## src/hdl/tcsa_pkg.sv

```systemverilog
package tcsa_pkg;

    // Array geometry
    localparam int OUT_DIM   = 64;
    localparam int KERNEL_H  = 3;
    localparam int KERNEL_W  = 3;

    localparam int ACC_DEPTH = OUT_DIM * OUT_DIM;
    localparam int ADDR_W    = $clog2(ACC_DEPTH);
    localparam int W_DEPTH   = KERNEL_H * KERNEL_W;
    localparam int WIDX_W    = (W_DEPTH > 1) ? $clog2(W_DEPTH) : 1;
    localparam int KH_W      = (KERNEL_H > 1) ? $clog2(KERNEL_H) : 1;
    localparam int KW_W      = (KERNEL_W > 1) ? $clog2(KERNEL_W) : 1;

    // Field widths
    localparam int OP_W      = 2;
    localparam int VAL_W     = 16;
    localparam int COORD_W   = 6;
    localparam int ACC_W     = 40;
    localparam int PROD_W    = 2 * VAL_W;
    localparam int SIZE_W    = 7;
    localparam int STEP_W    = 4;
    localparam int PAD_W     = 6;
    localparam int CFG_IDX_W = 3;
    localparam int CFG_DAT_W = 7;

    // Signed output position: row * stride - pad + tap * dilation
    localparam int POS_W     = 12;

    // Largest output size in use (register is 7 bits wide)
    localparam int SIZE_MAX  = (OUT_DIM < 127) ? OUT_DIM : 127;

    // Q8.8 to Q24.16 (accumulator scale)
    localparam int FRAC_SH   = 8;

    localparam logic signed [ACC_W-1:0] ACC_MAX = {1'b0, {(ACC_W-1){1'b1}}};
    localparam logic signed [ACC_W-1:0] ACC_MIN = {1'b1, {(ACC_W-1){1'b0}}};

    typedef enum logic [OP_W-1:0] {
        OP_CLEAR   = 2'd0,
        OP_LOAD    = 2'd1,
        OP_SCATTER = 2'd2,
        OP_READ    = 2'd3
    } tcsa_op_t;

    typedef enum logic [CFG_IDX_W-1:0] {
        CFG_OUT_HEIGHT    = 3'd0,
        CFG_OUT_WIDTH     = 3'd1,
        CFG_STRIDE_ROWS   = 3'd2,
        CFG_STRIDE_COLS   = 3'd3,
        CFG_DILATION_ROWS = 3'd4,
        CFG_DILATION_COLS = 3'd5,
        CFG_PAD_TOP       = 3'd6,
        CFG_PAD_LEFT      = 3'd7
    } tcsa_cfg_idx_t;

    typedef enum logic [2:0] {
        ST_IDLE,
        ST_CLEAR,
        ST_SCAT,
        ST_DRAIN,
        ST_RD_MEM,
        ST_RD_OUT
    } tcsa_state_t;

    // Controller to datapath
    typedef struct packed {
        logic              load;       // capture word fields, set up tap positions
        logic              wt_wr;      // weight load word accepted
        logic              tap_en;     // issue one kernel tap
        logic              tap_wrap;   // this tap ends a kernel row
        logic [WIDX_W-1:0] widx;       // weight of this tap
        logic              clr_en;     // write bias at clr_addr
        logic [ADDR_W-1:0] clr_addr;
        logic              rd_en;      // read accumulator of captured row/col
        logic              out_load;   // move read data into output register
    } tcsa_cmd_t;

    // Datapath to controller
    typedef struct packed {
        logic out_free;    // output register can take a word this cycle
    } tcsa_status_t;

endpackage

```

## src/hdl/tcsa_ctrl.sv

```systemverilog
module tcsa_ctrl (
    input  logic                   aclk,
    input  logic                   aresetn,
    input  logic                   s_tvalid,
    input  logic [tcsa_pkg::OP_W-1:0] op_in,
    output logic                   s_tready,
    input  tcsa_pkg::tcsa_status_t status,
    output tcsa_pkg::tcsa_cmd_t    cmd
);

    tcsa_pkg::tcsa_state_t state_reg, state_next;

    logic [tcsa_pkg::ADDR_W-1:0] clr_cnt_reg, clr_cnt_next;
    logic [tcsa_pkg::KH_W-1:0]   kh_reg, kh_next;
    logic [tcsa_pkg::KW_W-1:0]   kw_reg, kw_next;
    logic [tcsa_pkg::WIDX_W-1:0] widx_reg, widx_next;

    logic accept;
    logic clr_last;
    logic col_last;
    logic tap_last;
    tcsa_pkg::tcsa_op_t op;

    assign op       = tcsa_pkg::tcsa_op_t'(op_in);
    assign s_tready = (state_reg == tcsa_pkg::ST_IDLE);
    assign accept   = s_tvalid && s_tready;
    assign clr_last = (clr_cnt_reg == tcsa_pkg::ADDR_W'(tcsa_pkg::ACC_DEPTH - 1));
    assign col_last = (kw_reg == tcsa_pkg::KW_W'(tcsa_pkg::KERNEL_W - 1));
    assign tap_last = col_last && (kh_reg == tcsa_pkg::KH_W'(tcsa_pkg::KERNEL_H - 1));

    // Next state
    always_comb begin
        state_next = state_reg;
        unique case (state_reg)
            tcsa_pkg::ST_IDLE: begin
                if (accept) begin
                    unique case (op)
                        tcsa_pkg::OP_CLEAR:   state_next = tcsa_pkg::ST_CLEAR;
                        tcsa_pkg::OP_LOAD:    state_next = tcsa_pkg::ST_IDLE;
                        tcsa_pkg::OP_SCATTER: state_next = tcsa_pkg::ST_SCAT;
                        tcsa_pkg::OP_READ:    state_next = tcsa_pkg::ST_RD_MEM;
                        default:              state_next = tcsa_pkg::ST_IDLE;
                    endcase
                end
            end
            tcsa_pkg::ST_CLEAR: begin
                if (clr_last) state_next = tcsa_pkg::ST_IDLE;
            end
            tcsa_pkg::ST_SCAT: begin
                if (tap_last) state_next = tcsa_pkg::ST_DRAIN;
            end
            tcsa_pkg::ST_DRAIN:  state_next = tcsa_pkg::ST_IDLE;
            tcsa_pkg::ST_RD_MEM: state_next = tcsa_pkg::ST_RD_OUT;
            tcsa_pkg::ST_RD_OUT: begin
                if (status.out_free) state_next = tcsa_pkg::ST_IDLE;
            end
            default: state_next = tcsa_pkg::ST_IDLE;
        endcase
    end

    // Commands
    always_comb begin
        cmd = '0;
        cmd.widx     = widx_reg;
        cmd.clr_addr = clr_cnt_reg;
        cmd.tap_wrap = col_last;
        unique case (state_reg)
            tcsa_pkg::ST_IDLE: begin
                cmd.load  = accept;
                cmd.wt_wr = accept && (op == tcsa_pkg::OP_LOAD);
            end
            tcsa_pkg::ST_CLEAR:  cmd.clr_en   = 1'b1;
            tcsa_pkg::ST_SCAT:   cmd.tap_en   = 1'b1;
            tcsa_pkg::ST_DRAIN:  cmd.tap_en   = 1'b0;
            tcsa_pkg::ST_RD_MEM: cmd.rd_en    = 1'b1;
            tcsa_pkg::ST_RD_OUT: cmd.out_load = status.out_free;
            default:             cmd.tap_en   = 1'b0;
        endcase
    end

    // Sweep and tap counters
    always_comb begin
        clr_cnt_next = clr_cnt_reg;
        kh_next      = kh_reg;
        kw_next      = kw_reg;
        widx_next    = widx_reg;
        if (accept) begin
            clr_cnt_next = '0;
            kh_next      = '0;
            kw_next      = '0;
            widx_next    = '0;
        end else if (state_reg == tcsa_pkg::ST_CLEAR) begin
            clr_cnt_next = clr_cnt_reg + 1'b1;
        end else if (state_reg == tcsa_pkg::ST_SCAT) begin
            widx_next = widx_reg + 1'b1;
            if (col_last) begin
                kw_next = '0;
                kh_next = kh_reg + 1'b1;
            end else begin
                kw_next = kw_reg + 1'b1;
            end
        end
    end

    always_ff @(posedge aclk) begin
        if (!aresetn) begin
            state_reg   <= tcsa_pkg::ST_IDLE;
            clr_cnt_reg <= '0;
            kh_reg      <= '0;
            kw_reg      <= '0;
            widx_reg    <= '0;
        end else begin
            state_reg   <= state_next;
            clr_cnt_reg <= clr_cnt_next;
            kh_reg      <= kh_next;
            kw_reg      <= kw_next;
            widx_reg    <= widx_next;
        end
    end

`ifndef SYNTHESIS
    // a scatter always runs the full kernel, then drains once
    assert property (@(posedge aclk) disable iff (!aresetn)
        (state_reg == tcsa_pkg::ST_SCAT && tap_last) |=> (state_reg == tcsa_pkg::ST_DRAIN))
        else $error("scatter did not drain after last tap");

    // clear sweep ends exactly at the last entry
    assert property (@(posedge aclk) disable iff (!aresetn)
        (state_reg == tcsa_pkg::ST_CLEAR && !clr_last) |=> (state_reg == tcsa_pkg::ST_CLEAR))
        else $error("clear sweep left early");

    // tap column counter is back at zero by the time the engine drains
    assert property (@(posedge aclk) disable iff (!aresetn)
        (state_reg == tcsa_pkg::ST_DRAIN) |-> (kw_reg == '0))
        else $error("tap column counter not wrapped at drain");
`endif

endmodule

```

## config.mk

```make
export PLATFORM = sky130hd
export DESIGN_NAME = tcsa_ctrl
export DESIGN_NICKNAME = d
export VERILOG_FILES = /design/src/hdl/tcsa_pkg.sv /design/src/hdl/tcsa_ctrl.sv
export SDC_FILE = /design/constraint.sdc
export NUM_CORES = 1
export LEC_CHECK = 0
export BUFFER_PORTS_ARGS = -buffer_cell sky130_fd_sc_hd__buf_2
export CAP_MARGIN = 40
export CORE_AREA = 2 2 61 63
export DETAILED_ROUTE_END_ITERATION = 16
export DIE_AREA = 0 0 63 65
export GPL_TIMING_DRIVEN = 0
export PLACE_DENSITY = 0.54
export RECOVER_POWER = 50
export SLEW_MARGIN = 20
export SYNTH_ARGS = -nofsm -noshare
export SYNTH_HDL_FRONTEND = slang
export SYNTH_SLANG_ARGS = --single-unit
```

## constraint.sdc

```tcl
create_clock -name aclk -period 1.6 [get_ports aclk]
set_input_delay 0.16 -clock aclk [delete_from_list [all_inputs] [get_ports aclk]]
set_output_delay 0.16 -clock aclk [all_outputs]
set_load 0.01 [all_outputs]
```

==> flow_metrics.py <==
metrics = {
    "power": {
        "clock_power_share_pct": 22.4,
        "p_sw_uw": 381,
        "power_density_nw_per_um2": 840,
        "power_frac_comb_pct": 27.1,
        "power_leakage_uw": 0.000593,
        "internal_power_uw": 858,
        "swShare_pct": 30.8,
        "seqPwrFrac_pct": 50.6,
        "peakVddDrop_uv": 246,
    },
    "synthesis": {
        "synth_compound_area_share_pct": 9.66,
        "netlist_area_sq_um": 1140,
        "synth_xor_area_share_pct": 10.8,
        "synthMostInstantiatedCell": "dfxtp_1",
        "synth_simple_gate_area_share_pct": 27.7,
        "synthArstFlopShare_pct": 0,
        "synth_commonest_cells": "23 x dfxtp_1, 20 x nor2_1, 9 x nand2_1, 8 x xnor2_1, 7 x a21oi_1",
        "ys_warn_count": 0,
        "syn-instance-count": 128,
        "synthMuxAreaShare_pct": 0.878,
        "post-synth-top-area-cell": "dfxtp_1",
        "synth-adder-area-share_pct": 3.29,
        "synth_top_family_by_area": "simple AND/OR/NAND/NOR gates",
        "syn_avg_cell_area_sq_um": 8.91,
        "synth_top_area_share_pct": 40.4,
        "ys_ff_latch": 23,
        "ys.flop_type": "dfxtp_1",
        "seq_area_frac_synth_pct": 40.4,
        "syn_nets": 137,
        "ys_top_cells_by_area": "dfxtp_1 40%, nor2_1 6.6%, xnor2_1 6.1%, xor2_1 4.6%, ha_1 3.3%",
        "ys_types": 36,
        "synth_edf_count": 0,
    },
    "floorplan": {
        "die_x_um": 63,
        "die_h_um": 65,
        "io-pin-count": 30,
        "fp.dieArea_sq_um": 4100,
        "initial_utilization_pct": 32.6,
        "placementRows": 22,
        "core_sq_um": 3500,
    },
    "placement": {
        "place_congestion": 0.699,
        "placed_area_sq_um": 1350,
        "dpl.hpwl_um": 1900,
        "pre_cts_slack_ns": 0.114,
        "portBuffers": 29,
    },
    "critical_path": {
        "crit_chain": "buf_4 > or3b_1 > buf_6 > clkinv_8 > buf_6",
        "rr_worst_depth": 4,
        "crit_fanout": 6,
        "cp_slowest_stage_delay_ns": 0.36,
        "timing.reg2reg.setup_slack_ns": 0.10,
        "crit_type": "register to output port",
        "crit_slowest_cell": "dfxtp_2",
        "reg2reg_from": "clr_cnt_reg[3]",
        "rr_endpoint": "clr_cnt_reg[11]",
        "cpMostUsedCell": "buf_6",
        "endpoint_kind": "output port",
        "start_kind": "register",
        "worstPathArrival_ns": 1.41,
        "crit_required_ns": 1.44,
    },
    "global_route": {
        "first_global_vias": 990,
        "grt_max_degree": 13,
        "globalRouteOverflowTotal": 0,
        "grt_use_total_pct": 13.6,
        "grt_pass1_wl_um": 4450,
        "antenna_found_initial": 0,
    },
    "route": {
        "dr_total_vias": 1048,
        "wl_per_cell_um": 12.5,
        "drc": 0,
        "dr.pass1.iters": 4,
        "vias_per_cell": 4.81,
        "ant_nets": 0,
        "drtIter0Drc": 28,
        "routed_wl_um": 2730,
    },
    "run_status": {
        "outcome": "finished clean",
    },
    "clocking": {
        "clock_latency_ns": 0.31,
        "hold_buffers": 0,
        "cts_sinks": 23,
        "cts_tree": "built",
        "clockRootBuffer": "clkbuf_4",
        "clk_path_buf_depth": 2,
        "clk_pin_slew_ns": 0.12,
        "cts-buffers-inserted": 3,
        "cts-htree-levels": 1,
    },
    "flow_run": {
        "max_cap_violations": 0,
    },
    "hold_path": {
        "hold_path_depth": 2,
        "min_from": "status",
        "min_path_type": "input port to register",
        "hold_end": "state_reg[2]",
    },
    "timing": {
        "finalHoldViolCount": 0,
        "setup_viol": 0,
        "rsz0062_at_grt": "yes",
        "max_slew_margin_pct": 71.1,
        "timing.final.ws_setup_ns": 0.0326,
        "fin_crit_ns": 1.57,
        "fmax_mhz": 638,
        "worstMarginPinSlew_ns": 0.427,
        "drv_slew": 0,
        "fin_skew_ns": 0.00533,
        "period_share_pct": 98.0,
    },
    "finish": {
        "n_antenna_cell": 0,
        "syn_to_final_growth_pct": 29.5,
        "fin_area_sq_um": 1480,
        "largest_register_ffs": 12,
        "drive_above_1_share_pct": 26.5,
        "nets": 180,
    },
}
## per-stage QoR
stage / utilization [%] / cells / hold WS (ns) / setup TNS [ns] / total power, uW
after CTS: 40.0 / 209 / 0.0675 / 0 / 1170
after floorplan: - / 128 / 0.277 / 0 / 801
after global placement: 38.5 / 205 / 0.398 / 0 / 873
final: 42.2 / 218 / 0.0621 / 0 / 1240
after detailed placement: 38.5 / 205 / 0.422 / 0 / 880
after global routing: 42.2 / 218 / 0.0607 / -0.0654 / 1310
## layout by cell type (no fill, tap or decap), types with 2 or more instances in the layout
cell      instances
buf_4            12
clkbuf_1         17
and3_1            2
dfxtp_1          20
nor3_4            2
nand4_1           4
buf_6             4
nor3_1            3
o41ai_1           2
a21oi_1           7
nand3_1           4
or3b_1            2
nor2_1           20
ha_1              3
clkbuf_4          3
nand2_1           8
dfxtp_4           2
nor3b_1           2
inv_1             4
xor2_1            6
buf_2            13
nor4_1            2
xnor2_1           8
## timing repair
action / CTS / global route
gates resized for setup: 9 / 10
endpoints found under the setup margin: 6 / 5
setup buffers: 1 / 9
gates cloned: 0 / 0
hold endpoints to repair: 0 / 0
pin swaps: 2 / 3
## area by class of cell
type                       instances  area [sq um]
fill                             384          2020
multi-input combinational         92           626
sequential                        23           469
timing repair buffer              39           213
tap                               48          60.1
buffer                             6          47.5
inverter                           6          35.0
clock buffer                       4          26.3
## worst max path at each step
| stage | start | endpoint | slack, ns | cells after the start |
|---|---|---|---|---|
| after detailed placement | state_reg[1] | clr_cnt_reg[7] | 0.11 | 6 |
| after global routing | state_reg[1] | cmd[21] | -0.05 | 6 |
| after CTS | state_reg[1] | cmd[21] | 0.002 | 6 |
| after floorplan | state_reg[1] | cmd[21] | 0.12 | 5 |
| after global placement | state_reg[1] | clr_cnt_reg[5] | 0.15 | 6 |
| final | state_reg[1] | cmd[20] | 0.03 | 5 |
## layer usage
| layer | global-route usage, % | share of wire (%) |
|---|---|---|
| met1 | 16.4 | 45 |
| met2 | 24.5 | 51 |
| met3 | 1.04 | 2.8 |
| met4 | 6.67 | 1.1 |
| met5 | 0 | 0 |
## cells by family (layout without fill, tap and decap cells)
group	Yosys count	in the layout
AO/OA/AOI/OAI	16	16
XOR/XNOR	14	14
adder cells (fa/ha/maj)	3	3
buffers and inverters	13	55
flip-flops	23	23
multiplexers	1	1
AND/OR/NAND/NOR	58	58
## worst max-delay path, delay by kind of cell, from the launching register on
kind                   cells  cell delay, ns
buffers and inverters      4            0.40
flip-flops                 1            0.36
AND/OR/NAND/NOR            1            0.35
## power by group through the flow
| stage | logic, uW | registers [uW] | clock network (uW) |
|---|---|---|---|
| CTS | 266 | 625 | 284 |
| global placement | 250 | 623 | 0 |
| floorplan | 178 | 623 | 0 |
| global route | 367 | 632 | 313 |
| finish | 336 | 627 | 277 |
| detailed placement | 256 | 624 | 0 |
Note: power is estimated with default switching activity, not from simulation.
